File: src/design/tssm_pkg.sv
// ----------------------------------------------------------------------------
// tssm_pkg
// Shared types, codes and the CRC helper function of the sensor slot manager.
// ----------------------------------------------------------------------------
package tssm_pkg;

    localparam int SLOTS_DEF = 4;
    localparam int ID_BITS = 64;
    localparam int TEMP_BITS = 16;

    localparam logic [2:0] OP_LOAD     = 3'd0;
    localparam logic [2:0] OP_DISCOVER = 3'd1;
    localparam logic [2:0] OP_ID       = 3'd2;
    localparam logic [2:0] OP_ROUND    = 3'd3;
    localparam logic [2:0] OP_READING  = 3'd4;
    localparam logic [2:0] OP_QUERY    = 3'd5;

    localparam logic [1:0] ST_UNDEF = 2'd0;
    localparam logic [1:0] ST_OK    = 2'd1;
    localparam logic [1:0] ST_NOK   = 2'd2;
    localparam logic [1:0] ST_AUTO  = 2'd3;

    localparam logic [2:0] TALLY_MAX = 3'd7;
    localparam logic [7:0] CRC_POLY = 8'h8C;

    typedef struct packed {
        logic clear;
        logic crc_step;
        logic scan_step;
        logic apply;
    } t_cmd;

    typedef struct packed {
        logic crc_done;
        logic scan_done;
    } t_stat;

    function automatic logic [7:0] crc_bit(input logic [7:0] crc, input logic d);
        logic mix;
        logic [7:0] c;
        mix = crc[0] ^ d;
        c = {1'b0, crc[7:1]};
        if (mix) begin
            c = c ^ CRC_POLY;
        end
        return c;
    endfunction

endpackage

File: src/design/tssm_ctrl.sv
// ----------------------------------------------------------------------------
// tssm_ctrl
// Sequencer: CRC phase, slot scan phase, commit and result delivery.
// ----------------------------------------------------------------------------
module tssm_ctrl
    import tssm_pkg::*;
(
    input  logic  i_clk,
    input  logic  i_rst_n,
    input  logic  i_valid,
    output logic  o_ready,
    output logic  o_valid,
    input  logic  i_ready,
    input  t_stat i_stat,
    output t_cmd  o_cmd
);

    typedef enum logic [2:0] {S_IDLE, S_CRC, S_SCAN, S_APPLY, S_OUT} t_state;

    t_state r_state;

    always_ff @(posedge i_clk) begin
        if (!i_rst_n) begin
            r_state <= S_IDLE;
        end else begin
            unique case (r_state)
                S_IDLE: begin
                    if (i_valid) begin
                        r_state <= S_CRC;
                    end
                end
                S_CRC: begin
                    if (i_stat.crc_done) begin
                        r_state <= S_SCAN;
                    end
                end
                S_SCAN: begin
                    if (i_stat.scan_done) begin
                        r_state <= S_APPLY;
                    end
                end
                S_APPLY: begin
                    r_state <= S_OUT;
                end
                S_OUT: begin
                    if (i_ready) begin
                        r_state <= S_IDLE;
                    end
                end
                default: begin
                    r_state <= S_IDLE;
                end
            endcase
        end
    end

    assign o_ready = (r_state == S_IDLE);
    assign o_valid = (r_state == S_OUT);
    assign o_cmd.clear = (r_state == S_IDLE) && i_valid;
    assign o_cmd.crc_step = (r_state == S_CRC);
    assign o_cmd.scan_step = (r_state == S_SCAN);
    assign o_cmd.apply = (r_state == S_APPLY);

endmodule

File: src/design/tssm_dp.sv
// ----------------------------------------------------------------------------
// tssm_dp
// Slot table, bit-serial CRC-8 engines, slot search and temperature convert.
// ----------------------------------------------------------------------------
module tssm_dp
    import tssm_pkg::*;
#(
    parameter int SLOTS = SLOTS_DEF
) (
    input  logic        i_clk,
    input  logic        i_rst_n,
    input  logic        i_cfg_we,
    input  logic [15:0] i_cfg_data,
    input  logic [2:0]  i_operation,
    input  logic [1:0]  i_slot_index,
    input  logic [63:0] i_rom_code,
    input  logic [63:0] i_scratch_bytes,
    input  logic [7:0]  i_scratch_crc,
    input  logic signed [15:0] i_range_min,
    input  logic signed [15:0] i_range_max,
    input  t_cmd        i_cmd,
    output t_stat       o_stat,
    output logic        o_accepted,
    output logic [1:0]  o_hit_slot,
    output logic [1:0]  o_slot_status,
    output logic signed [15:0] o_slot_temp,
    output logic [3:0]  o_resolution_bits,
    output logic [2:0]  o_matched_count
);

    localparam int SW = (SLOTS > 1) ? $clog2(SLOTS) : 1;
    localparam int CW = $clog2(SLOTS + 1);

    logic [15:0] r_undef;
    logic [63:0] r_id [SLOTS];
    logic [1:0]  r_st [SLOTS];
    logic [15:0] r_lo [SLOTS];
    logic [15:0] r_hi [SLOTS];
    logic [15:0] r_rd [SLOTS];
    logic [2:0]  r_tally;

    logic [2:0]  r_op;
    logic [1:0]  r_idx;
    logic [63:0] r_rom;
    logic [63:0] r_sp;
    logic [63:0] r_rsh;
    logic [63:0] r_ssh;
    logic [7:0]  r_spcrc;
    logic [15:0] r_rmin;
    logic [15:0] r_rmax;
    logic [6:0]  r_bitcnt;
    logic [7:0]  r_crc_id;
    logic [7:0]  r_crc_sp;
    logic [CW-1:0] r_scan;
    logic        r_fm;
    logic [SW-1:0] r_fm_i;
    logic        r_fz;
    logic [SW-1:0] r_fz_i;
    logic signed [19:0] r_tconv;
    logic [3:0]  r_res;

    logic        r_acc;
    logic [1:0]  r_hit;
    logic [1:0]  r_ost;
    logic [15:0] r_otmp;
    logic [3:0]  r_ores;

    logic [SW-1:0] w_scan_i;
    logic [15:0] w_raw;
    logic [3:0]  w_res;
    logic signed [21:0] w_prod;
    logic signed [19:0] w_t;
    logic [15:0] w_tb;
    logic        w_idok;
    logic        w_spok;
    logic        w_idx_ok;
    logic [SW-1:0] w_idx;

    assign w_scan_i = r_scan[SW-1:0];
    assign w_idx = SW'(r_idx);
    assign w_idx_ok = ({30'd0, r_idx} < 32'(SLOTS));
    assign w_idok = (r_crc_id == r_rom[63:56]);
    assign w_spok = (r_crc_sp == r_spcrc);
    assign o_stat.crc_done = (r_bitcnt == 7'd63);
    assign o_stat.scan_done = (r_scan == CW'(SLOTS - 1)) || (SLOTS == 1);

    always_comb begin
        w_raw = r_sp[15:0];
        unique case (r_sp[38:37])
            2'd0: begin
                w_raw[2:0] = 3'd0;
                w_res = 4'd9;
            end
            2'd1: begin
                w_raw[1:0] = 2'd0;
                w_res = 4'd10;
            end
            2'd2: begin
                w_raw[0] = 1'b0;
                w_res = 4'd11;
            end
            default: begin
                w_res = 4'd12;
            end
        endcase
        w_prod = 22'($signed(w_raw)) * 22'sd25;
        if (w_prod < 0) begin
            w_prod = w_prod + 22'sd3;
        end
        w_t = 20'(w_prod >>> 2);
        if (w_t > 20'sd32767) begin
            w_tb = 16'h7FFF;
        end else if (w_t < -20'sd32768) begin
            w_tb = 16'h8000;
        end else begin
            w_tb = w_t[15:0];
        end
    end

    always_ff @(posedge i_clk) begin
        if (!i_rst_n) begin
            r_undef <= 16'h8000;
            r_tally <= 3'd0;
            for (int i = 0; i < SLOTS; i++) begin
                r_id[i] <= '0;
                r_st[i] <= ST_UNDEF;
                r_lo[i] <= 16'h8000;
                r_hi[i] <= 16'h8000;
                r_rd[i] <= 16'h8000;
            end
        end else begin
            if (i_cfg_we) begin
                r_undef <= i_cfg_data;
            end
            if (i_cmd.apply) begin
                r_acc <= 1'b0;
                r_hit <= 2'd0;
                r_ost <= 2'd0;
                r_otmp <= 16'd0;
                r_ores <= 4'd0;
                unique case (r_op)
                    OP_LOAD: begin
                        if (w_idx_ok) begin
                            r_id[w_idx] <= r_rom;
                            r_st[w_idx] <= (r_rom == 64'd0) ? ST_UNDEF : ST_NOK;
                            r_lo[w_idx] <= r_rmin;
                            r_hi[w_idx] <= r_rmax;
                            r_rd[w_idx] <= r_undef;
                            r_acc <= 1'b1;
                            r_hit <= r_idx;
                            r_ost <= (r_rom == 64'd0) ? ST_UNDEF : ST_NOK;
                            r_otmp <= r_undef;
                        end
                    end
                    OP_DISCOVER: begin
                        for (int i = 0; i < SLOTS; i++) begin
                            if (r_id[i] == 64'd0) begin
                                r_st[i] <= ST_UNDEF;
                            end
                        end
                        r_tally <= 3'd0;
                    end
                    OP_ID: begin
                        if (w_idok && (r_fm || r_fz)) begin
                            r_acc <= 1'b1;
                            r_ost <= r_fm ? ST_OK : ST_AUTO;
                            if (r_tally != TALLY_MAX) begin
                                r_tally <= r_tally + 3'd1;
                            end
                            if (r_fm) begin
                                r_st[r_fm_i] <= ST_OK;
                                r_hit <= 2'(r_fm_i);
                                r_otmp <= r_rd[r_fm_i];
                            end else begin
                                r_id[r_fz_i] <= r_rom;
                                r_st[r_fz_i] <= ST_AUTO;
                                r_hit <= 2'(r_fz_i);
                                r_otmp <= r_rd[r_fz_i];
                            end
                        end
                    end
                    OP_ROUND: begin
                        for (int i = 0; i < SLOTS; i++) begin
                            if (r_st[i] == ST_OK) begin
                                r_st[i] <= ST_NOK;
                            end
                            r_rd[i] <= r_undef;
                        end
                    end
                    OP_READING: begin
                        if (w_idok && w_spok && r_fm) begin
                            r_acc <= 1'b1;
                            r_hit <= 2'(r_fm_i);
                            r_ores <= r_res;
                            r_ost <= r_st[r_fm_i];
                            r_otmp <= r_rd[r_fm_i];
                            if (r_st[r_fm_i] == ST_AUTO) begin
                                r_rd[r_fm_i] <= r_tconv[15:0];
                                r_otmp <= r_tconv[15:0];
                            end else if (r_st[r_fm_i] == ST_NOK) begin
                                if ((r_lo[r_fm_i] == r_undef ||
                                     r_tconv >= 20'($signed(r_lo[r_fm_i]))) &&
                                    (r_hi[r_fm_i] == r_undef ||
                                     r_tconv <= 20'($signed(r_hi[r_fm_i])))) begin
                                    r_st[r_fm_i] <= ST_OK;
                                    r_rd[r_fm_i] <= r_tconv[15:0];
                                    r_ost <= ST_OK;
                                    r_otmp <= r_tconv[15:0];
                                end
                            end
                        end
                    end
                    OP_QUERY: begin
                        if (w_idx_ok) begin
                            r_acc <= 1'b1;
                            r_hit <= r_idx;
                            r_ost <= r_st[w_idx];
                            r_otmp <= r_rd[w_idx];
                        end
                    end
                    default: begin
                    end
                endcase
            end
        end
    end

    always_ff @(posedge i_clk) begin
        if (i_cmd.clear) begin
            r_op <= i_operation;
            r_idx <= i_slot_index;
            r_rom <= i_rom_code;
            r_sp <= i_scratch_bytes;
            r_rsh <= i_rom_code;
            r_ssh <= i_scratch_bytes;
            r_spcrc <= i_scratch_crc;
            r_rmin <= i_range_min;
            r_rmax <= i_range_max;
            r_bitcnt <= 7'd0;
            r_crc_id <= 8'd0;
            r_crc_sp <= 8'd0;
            r_scan <= '0;
            r_fm <= 1'b0;
            r_fz <= 1'b0;
            r_fm_i <= '0;
            r_fz_i <= '0;
        end
        if (i_cmd.crc_step) begin
            r_bitcnt <= r_bitcnt + 7'd1;
            r_rsh <= {1'b0, r_rsh[63:1]};
            r_ssh <= {1'b0, r_ssh[63:1]};
            if (r_bitcnt < 7'd56) begin
                r_crc_id <= crc_bit(r_crc_id, r_rsh[0]);
            end
            r_crc_sp <= crc_bit(r_crc_sp, r_ssh[0]);
            r_tconv <= $signed({{4{w_tb[15]}}, w_tb});
            r_res <= w_res;
        end
        if (i_cmd.scan_step || (i_cmd.crc_step && o_stat.crc_done)) begin
            if (!(i_cmd.crc_step)) begin
                r_scan <= r_scan + CW'(1);
                if (!r_fm && r_id[w_scan_i] == r_rom) begin
                    r_fm <= 1'b1;
                    r_fm_i <= w_scan_i;
                end
                if (!r_fz && r_id[w_scan_i] == 64'd0) begin
                    r_fz <= 1'b1;
                    r_fz_i <= w_scan_i;
                end
            end
        end
    end

    assign o_accepted = r_acc;
    assign o_hit_slot = r_hit;
    assign o_slot_status = r_ost;
    assign o_slot_temp = r_otmp;
    assign o_resolution_bits = r_ores;
    assign o_matched_count = r_tally;

endmodule

File: src/design/temp_sensor_slot_manager.sv
// The earliest result beat comes after the input beat through 64 serial CRC steps,
// a slot search over each slot in turn and one commit.
// One item at a time: no new item is taken until the result beat is accepted.
// Reset: synchronous active low; slots return to an undefined ID with
// sentinel temperatures and bounds, the tally clears and the sentinel is -32768.
// ----------------------------------------------------------------------------
// temp_sensor_slot_manager
// Top level of the sensor slot table with CRC checking and readout validation.
// ----------------------------------------------------------------------------
module temp_sensor_slot_manager
    import tssm_pkg::*;
#(
    parameter int SLOTS = SLOTS_DEF
) (
    input  logic        i_clk,
    input  logic        i_rst_n,
    input  logic        i_cfg_we,
    input  logic [15:0] i_cfg_data,
    input  logic        i_valid,
    output logic        o_ready,
    input  logic [2:0]  i_operation,
    input  logic [1:0]  i_slot_index,
    input  logic [63:0] i_rom_code,
    input  logic [63:0] i_scratch_bytes,
    input  logic [7:0]  i_scratch_crc,
    input  logic signed [15:0] i_range_min,
    input  logic signed [15:0] i_range_max,
    output logic        o_valid,
    input  logic        i_ready,
    output logic        o_accepted,
    output logic [1:0]  o_hit_slot,
    output logic [1:0]  o_slot_status,
    output logic signed [15:0] o_slot_temp,
    output logic [3:0]  o_resolution_bits,
    output logic [2:0]  o_matched_count
);

    t_cmd  w_cmd;
    t_stat w_stat;

    tssm_ctrl u_ctrl (
        .i_clk   (i_clk),
        .i_rst_n (i_rst_n),
        .i_valid (i_valid),
        .o_ready (o_ready),
        .o_valid (o_valid),
        .i_ready (i_ready),
        .i_stat  (w_stat),
        .o_cmd   (w_cmd)
    );

    tssm_dp #(.SLOTS(SLOTS)) u_dp (
        .i_clk             (i_clk),
        .i_rst_n           (i_rst_n),
        .i_cfg_we          (i_cfg_we),
        .i_cfg_data        (i_cfg_data),
        .i_operation       (i_operation),
        .i_slot_index      (i_slot_index),
        .i_rom_code        (i_rom_code),
        .i_scratch_bytes   (i_scratch_bytes),
        .i_scratch_crc     (i_scratch_crc),
        .i_range_min       (i_range_min),
        .i_range_max       (i_range_max),
        .i_cmd             (w_cmd),
        .o_stat            (w_stat),
        .o_accepted        (o_accepted),
        .o_hit_slot        (o_hit_slot),
        .o_slot_status     (o_slot_status),
        .o_slot_temp       (o_slot_temp),
        .o_resolution_bits (o_resolution_bits),
        .o_matched_count   (o_matched_count)
    );

endmodule

File: config.mk
export PLATFORM = sky130hd
export DESIGN_NAME = temp_sensor_slot_manager
export DESIGN_NICKNAME = d
export VERILOG_FILES = /design/src/design/tssm_pkg.sv /design/src/design/tssm_ctrl.sv /design/src/design/tssm_dp.sv /design/src/design/temp_sensor_slot_manager.sv
export SDC_FILE = /design/constraint.sdc
export NUM_CORES = 2
export LEC_CHECK = 0
export BUFFER_PORTS_ARGS = -buffer_cell sky130_fd_sc_hd__buf_2
export CAP_MARGIN = 20
export CORE_MARGIN = 2
export CORE_UTILIZATION = 50
export CTS_CLUSTER_DIAMETER = 50
export CTS_CLUSTER_SIZE = 16
export DETAILED_ROUTE_END_ITERATION = 8
export PLACE_DENSITY_LB_ADDON = 0.12
export SYNTH_ARGS = -nofsm -noshare
export SYNTH_HDL_FRONTEND = slang
export SYNTH_SLANG_ARGS = --single-unit
File: constraint.sdc
create_clock -name i_clk -period 6.6 [get_ports i_clk]
set_clock_uncertainty 0.15 [all_clocks]
set_input_delay 1.32 -clock i_clk [delete_from_list [all_inputs] [get_ports i_clk]]
set_output_delay 1.32 -clock i_clk [all_outputs]
set_load 0.02 [all_outputs]
Yosys cells after proc, flatten, opt, wreduce, memory -nomap -nowiden

Memories as Yosys holds them, arrays and structs flattened. A register that Yosys moved wholly into a read port is not among the register bits.
Cells that the tools add are included.

Register bits after elaboration: 375
RAM bits: 456
Input bits: 194
Memories: 5

Memory list:

| name      | depth | width | rd ports | clocked after Yosys merged registers in | write ports | line          | RTL |
|---|---|---|---|---|---|---|---|
| u_dp.r_id | 4     | 64    | 5        | 1                                       | 4           | tssm_dp.sv:35 | `logic [63:0] r_id [SLOTS];` |
| u_dp.r_hi | 4     | 16    | 1        | 1                                       | 4           | tssm_dp.sv:38 | `logic [15:0] r_hi [SLOTS];` |
| u_dp.r_lo | 4     | 16    | 1        | 1                                       | 4           | tssm_dp.sv:37 | `logic [15:0] r_lo [SLOTS];` |
| u_dp.r_rd | 4     | 16    | 3        | 3                                       | 4           | tssm_dp.sv:39 | `logic [15:0] r_rd [SLOTS];` |
| u_dp.r_st | 4     | 2     | 6        | 2                                       | 4           | tssm_dp.sv:36 | `logic [1:0] r_st [SLOTS];` |

$add $sub $neg: 4
Multipliers: 1
Magnitude comparators: 6
Eq/ne operators: 31
Mux-type cells: 187
Bitwise gates (word level): 18
Reduce and logical (&&, ||, !) cells: 41

Operators by type and width:

| operator                | number |
|---|---|
| $logic_not A64 Y1       | 6 |
| $mux W16                | 17 |
| $mux W63                | 4 |
| $mux W64                | 2 |
| $reduce_or A64 Y1       | 2 |
| $mux W1                 | 97 |
| $mux W2                 | 41 |
| $eq A64 B64 Y1          | 1 |
| $pmux W16 S4            | 1 |
| $reduce_or A16 Y1       | 4 |
| $mux W8                 | 7 |
| $eq A16 B16 Y1          | 2 |
| $mux W3                 | 9 |
| $add A22 B3 Y22 const B | 1 |
| $lt A22 B1 Y1 const B   | 1 |
| $mul A16 B6 Y22 const B | 1 |
| $mux W22                | 1 |
| $gt A20 B16 Y1 const B  | 1 |
| $lt A20 B16 Y1 const B  | 1 |
| $eq A8 B8 Y1            | 2 |
| $ge A16 B16 Y1          | 1 |
| $le A16 B16 Y1          | 1 |
| $eq A3 B2 Y1 const B    | 5 |
| $pmux W3 S5             | 1 |
| 30 further kinds        | 79 |

Logic depth before layout (Yosys ltp)

Depth in word-level cells: 15
Depth in mapped cells: 21
Depth with buffers taken out: 20

Modules after synthesis

Synthesis repeated with hierarchy kept, for this count alone.

Cells, all modules: 2884
Area, all modules: 39778.2 µm²

Modules (own cells, without submodules):

| module    | instances | cells an instance | area each (µm²) | seq. area each (µm²) |
|---|---|---|---|---|
| tssm_dp   | 1         | 2864              | 39598.0         | 23862.9 |
| tssm_ctrl | 1         | 20                | 180.2           | 60.1 |

Worst setup path after synthesis

Ideal clock, no wire load.

Path type: input to register
From: input i_valid
To: register u_dp.r_bitcnt[0], enable pin
Setup time: 1194 ps
Arrival: 4312 ps
Required time: 5256 ps
Setup slack: 944 ps
Cell stages on the path: 4
Buffers on the path: 2
Path through: nand2_1 > clkbuf_1 > buf_1 > nand2_1

Word-level cells in the longest chain between the ends: 2

RTL lines:

| item                                | line                           | RTL |
|---|---|---|
| from (decl)                         | temp_sensor_slot_manager.sv:19 | `input logic i_valid,` |
| $logic_and A1 B1 Y1                 | tssm_ctrl.sv:59                | `assign o_cmd.clear = (r_state == S_IDLE) && i_valid;` |
| $reduce_bool A2 Y1 (no source line) | -                              |  |
| to (signal assigned)                | tssm_dp.sv:249                 | `r_bitcnt <= r_bitcnt + 7'd1;` |
| to (decl)                           | tssm_dp.sv:51                  | `logic [6:0] r_bitcnt;` |

No other way between the ends.
A chain may end at the register's enable or synchronous reset.

Final worst setup path

From: register u_dp.r_sp[37]
To: register u_dp.r_tconv[4] (data pin)

Word-level cells in the longest chain between the ends: 8

RTL lines:

| item                                                                  | line                           | RTL |
|---|---|---|
| from (decl)                                                           | tssm_dp.sv:45                  | `logic [63:0] r_sp;` |
| from (signal assigned)                                                | tssm_dp.sv:233                 | `r_sp <= i_scratch_bytes;` |
| $eq A2 B2 Y1 (tied with other cells)                                  | tssm_dp.sv:89                  | `unique case (r_sp[38:37])` |
| $reduce_or A3 Y1 (no source line) or $reduce_or A2 Y1 (tied branches) | -                              |  |
| $mux W1                                                               | tssm_dp.sv:89                  |  |
| $mul A16 B6 Y22 *                                                     | tssm_dp.sv:106                 | `w_prod = 22'($signed(w_raw)) * 22'sd25;` |
| $add A22 B3 Y22 or $lt A22 B1 Y1 (tied branches)                      | tssm_dp.sv:108, tssm_dp.sv:107 |  |
| $mux W22 *                                                            | tssm_dp.sv:107                 | `if (w_prod < 0) begin` |
| $lt A20 B16 Y1                                                        | tssm_dp.sv:113                 | `end else if (w_t < -20'sd32768) begin` |
| $mux W16                                                              | tssm_dp.sv:113                 |  |
| to (signal assigned)                                                  | tssm_dp.sv:256                 | `r_tconv <= $signed({{4{w_tb[15]}}, w_tb});` |
| to (decl)                                                             | tssm_dp.sv:59                  | `logic signed [19:0] r_tconv;` |

Every way passes the cells marked *; elsewhere a longest branch is shown, timed or not.

==> impl_metrics.toml <==
[status]
status = "completed"

[setup_path]
crit_type = "register to register"
crit_fanout = 15
critPathArrivalTime_ns = 5.98
worst_setup_path_end_kind = "register"
slowest_stage = "or4_4"
critPathRequiredTime_ns = 6.81
crit_path_frequent_cell = "ha_1"
max_stage_delay_ns = 0.58
cp_cell_sequence = "ha_1, nor2b_1, nand2b_1, nor2_1, fa_1, ha_1, ha_1, inv_1, fa_1, nand2b_1, a211oi_1, a211oi_1, or4_4, nor3_1, nand4_1, xor2_1, nand4_1, o21ai_1, o21ai_0"
worstSetupStartpointType = "register"

[timing]
tightest_slew_ns = 1.21
slew_viol_final = 0
setup_viol = 0
fmaxAchievable_ghz = 0.173
fin_setup_tns_ns = 0
finalHoldViolCount = 0
period_minus_slack_ns = 5.77
relSlewSlack = 0.197
fin_ws_ns = 0.828
rsz0062_at_grt = "false"
min_period_over_period = 0.875

[pwr]
power.leakage_nw = 17.2
power.density_mw_per_mm2 = 288
vdd_drop_max_mv = 0.201

[logic_synthesis]
async_flop_share = 0
synthCells = 3160
synth_xor_area_frac = 0.0329
synth_mux_area_frac = 0.0929
ys.warnings.count = 0
synthAdderAreaFrac = 0.0355
ys.flop_type = "edfxtp_1"
yosysSeqAreaShare = 0.603
synth_compound_area_frac = 0.0475
synth-seq-cells = 811
synth_edf_count = 768
ys_types = 71
syn-cell-area_mm2 = 0.0397
synth_top_family_by_area = "simple AND/OR/NAND/NOR gates"
synth_nets = 3458
syn_avg_cell_area_um2 = 12.6
synthSimpleGateAreaFrac = 0.153

[cts]
cts.clk_slew.worst_paths_ns = 0.06
cts.htree.levels = 3
clk_path_buf_depth = 3
post_cts_buffers = 0
post_cts_resized = 0
cts.sinks = 811
cts_buffers = 94
insertion_delay_ns = 0.67
cts_tree = "yes"
ctsHoldBuffers = 0
clock-root-buffer = "clkbuf_16"

[routing]
routedWlPerCell_um = 25.7
via_count = 27000
postRouteAntennaNets = 0
avgViaCountPerCell = 6.02
dr.pass1.iters = 6
drtIter0Drc = 2795
drcViolationCount = 0
wirelength_mm = 115

[die]
num_rows = 103
dieArea_mm2 = 0.0816
fp.dieH_um = 286
io_pins = 224
core-area_mm2 = 0.0787
die_w_um = 286
initial_core_util = 0.504

[placed_design]
io_buffers = 223
place_hpwl_mm = 80.4
place_congestion = 0.946
pre_cts_ws_ns = 0.464

[grt]
grt_pass1_wl_mm = 171
grt_usage = 0.282
grt_max_degree = 108
first_global_vias = 26900
use_met3 = 0.0926
antenna_found_initial = 13
overflow = 0
use_met2 = 0.411
busiest_layer = "met2"
met1_usage = 0.405

[finish]
postLayoutCoreUtil = 0.574
syn_to_final_growth_pct = 13.9
finalNetCount = 3650
drive_gt1_frac = 0.182

[hold_path]
holdCritPathClass = "register to register"

[run]
drv_cap = 0
[metrics by stage]
step	hold WS [ns]	power [mW]	instance area (um^2)	std cells
floorplan	0.287	7.24	39700	3160
global placement	0.297	7.71	41900	4303
detailed placement	0.302	7.75	41900	4304
CTS	0.311	13.1	45100	4480
global route	0.354	13.5	45200	4485
finish	0.314	13.0	45200	4485
[synthesized netlist by cell type, types with 34 or more instances]
| master | count | area (um^2) |
|---|---|---|
| clkbuf_1 | 134 | 503 |
| nand2_1 | 556 | 2090 |
| and3_1 | 35 | 219 |
| xor2_1 | 48 | 420 |
| ha_1 | 90 | 1130 |
| mux4_2 | 148 | 3330 |
| nor2_1 | 249 | 935 |
| inv_1 | 180 | 676 |
| nor4_1 | 117 | 732 |
| xnor2_1 | 101 | 885 |
| a21oi_1 | 54 | 270 |
| edfxtp_1 | 768 | 23100 |
| o21ai_0 | 56 | 280 |
| mux2i_1 | 34 | 340 |
| dfxtp_1 | 43 | 861 |
| and2_1 | 107 | 669 |
| a22o_1 | 60 | 526 |
| nand4_1 | 57 | 357 |
[routing by layer]
metal  share of wire  vias up
li1                -    12000
met1            0.42    13400
met2            0.43     1409
met3            0.12      204
met4           0.027       16
met5         0.00088        -
[worst max-delay path, delay by kind of cell, from the launching register on]
family,cells,cell delay [ns]
and+or+nand+nor,8,1.94
adders and majority gates,5,1.58
AOI/OAI and AO/OA,4,1.01
DFF,1,0.46
xor gates and xnor gates,1,0.28
buffers and inverters,1,0.06
[cell families (layout without fill, tap and decap cells)]
logic type	Yosys count	after routing
and+or+nand+nor	1281	1281
DFF	811	811
buffers and inverters	356	628
AOI/OAI and AO/OA	276	276
muxes	183	183
xor gates and xnor gates	149	149
adders and majority gates	104	104
other	0	3
[path summary, 6_finish.rpt]
check        depth (start not counted)         endpoint  slack, ns           start
max                                 19  u_dp.r_tconv[4]       0.83   u_dp.r_sp[37]
min                                  2   u_dp.r_rsh[63]       0.31  u_dp.r_rsh[63]
min reg2reg                          2   u_dp.r_rsh[63]       0.31  u_dp.r_rsh[63]
max reg2reg                         19  u_dp.r_tconv[4]       0.83   u_dp.r_sp[37]
[power breakdown]
group | leakage (nW) | switching, mW | internal, mW | total [mW]
Clock | 1.58 | 2.33 | 3.01 | 5.34
Combinational | 7.61 | 0.860 | 0.539 | 1.40
Sequential | 8.06 | 0.293 | 5.98 | 6.27
[cell type report]
cell class              instances  area, um^2
fillers                      6390       33600
flip-flops and latches        811       23900
multi-input cells            1993       14400
clock buffers                 105        2440
repair buffers                271        1540
well taps                    1050        1310
clock inverters                71         805
inverters                     181         687
diodes                          3        7.51
[layout by cell type, fill, tap and decap left out, drive strengths merged, types with 9 or more instances in the layout]
cell type,instances
inv,207
edfxtp,768
xnor2,101
nor3,31
mux4,148
nor2,249
xor2,48
clkbuf,105
nand2,556
clkinv,35
a22oi,19
nand3,27
and3,35
nor4,118
o21ai,61
nand4,57
nand3b,11
buf,271
nand2b,20
or3,12
ha,90
a22o,60
a211oi,9
dfxtp,43
and2,108
a21o,14
nor2b,27
a21oi,54
mux2i,34
fa,14
[sequential cells by signal (all words and copies together), names as in the netlist, 4 cells and up, named ones only]
register,cells
u_dp.r_bitcnt,7
u_dp.r_crc_sp,8
u_dp.o_resolution_bits,4
u_dp.r_rom,64
u_dp.r_sp,18
u_dp.r_rsh,64
u_dp.r_id,256
u_dp.r_rd,64
u_dp.o_slot_temp,16
u_dp.r_rmin,16
u_dp.r_undef,16
u_dp.r_crc_id,8
u_dp.r_spcrc,8
u_dp.r_tconv,16
u_dp.r_hi,64
u_dp.r_ssh,64
u_dp.r_lo,64
u_dp.r_rmax,16
u_dp.r_st,8
(Power assumes the default switching activity.)
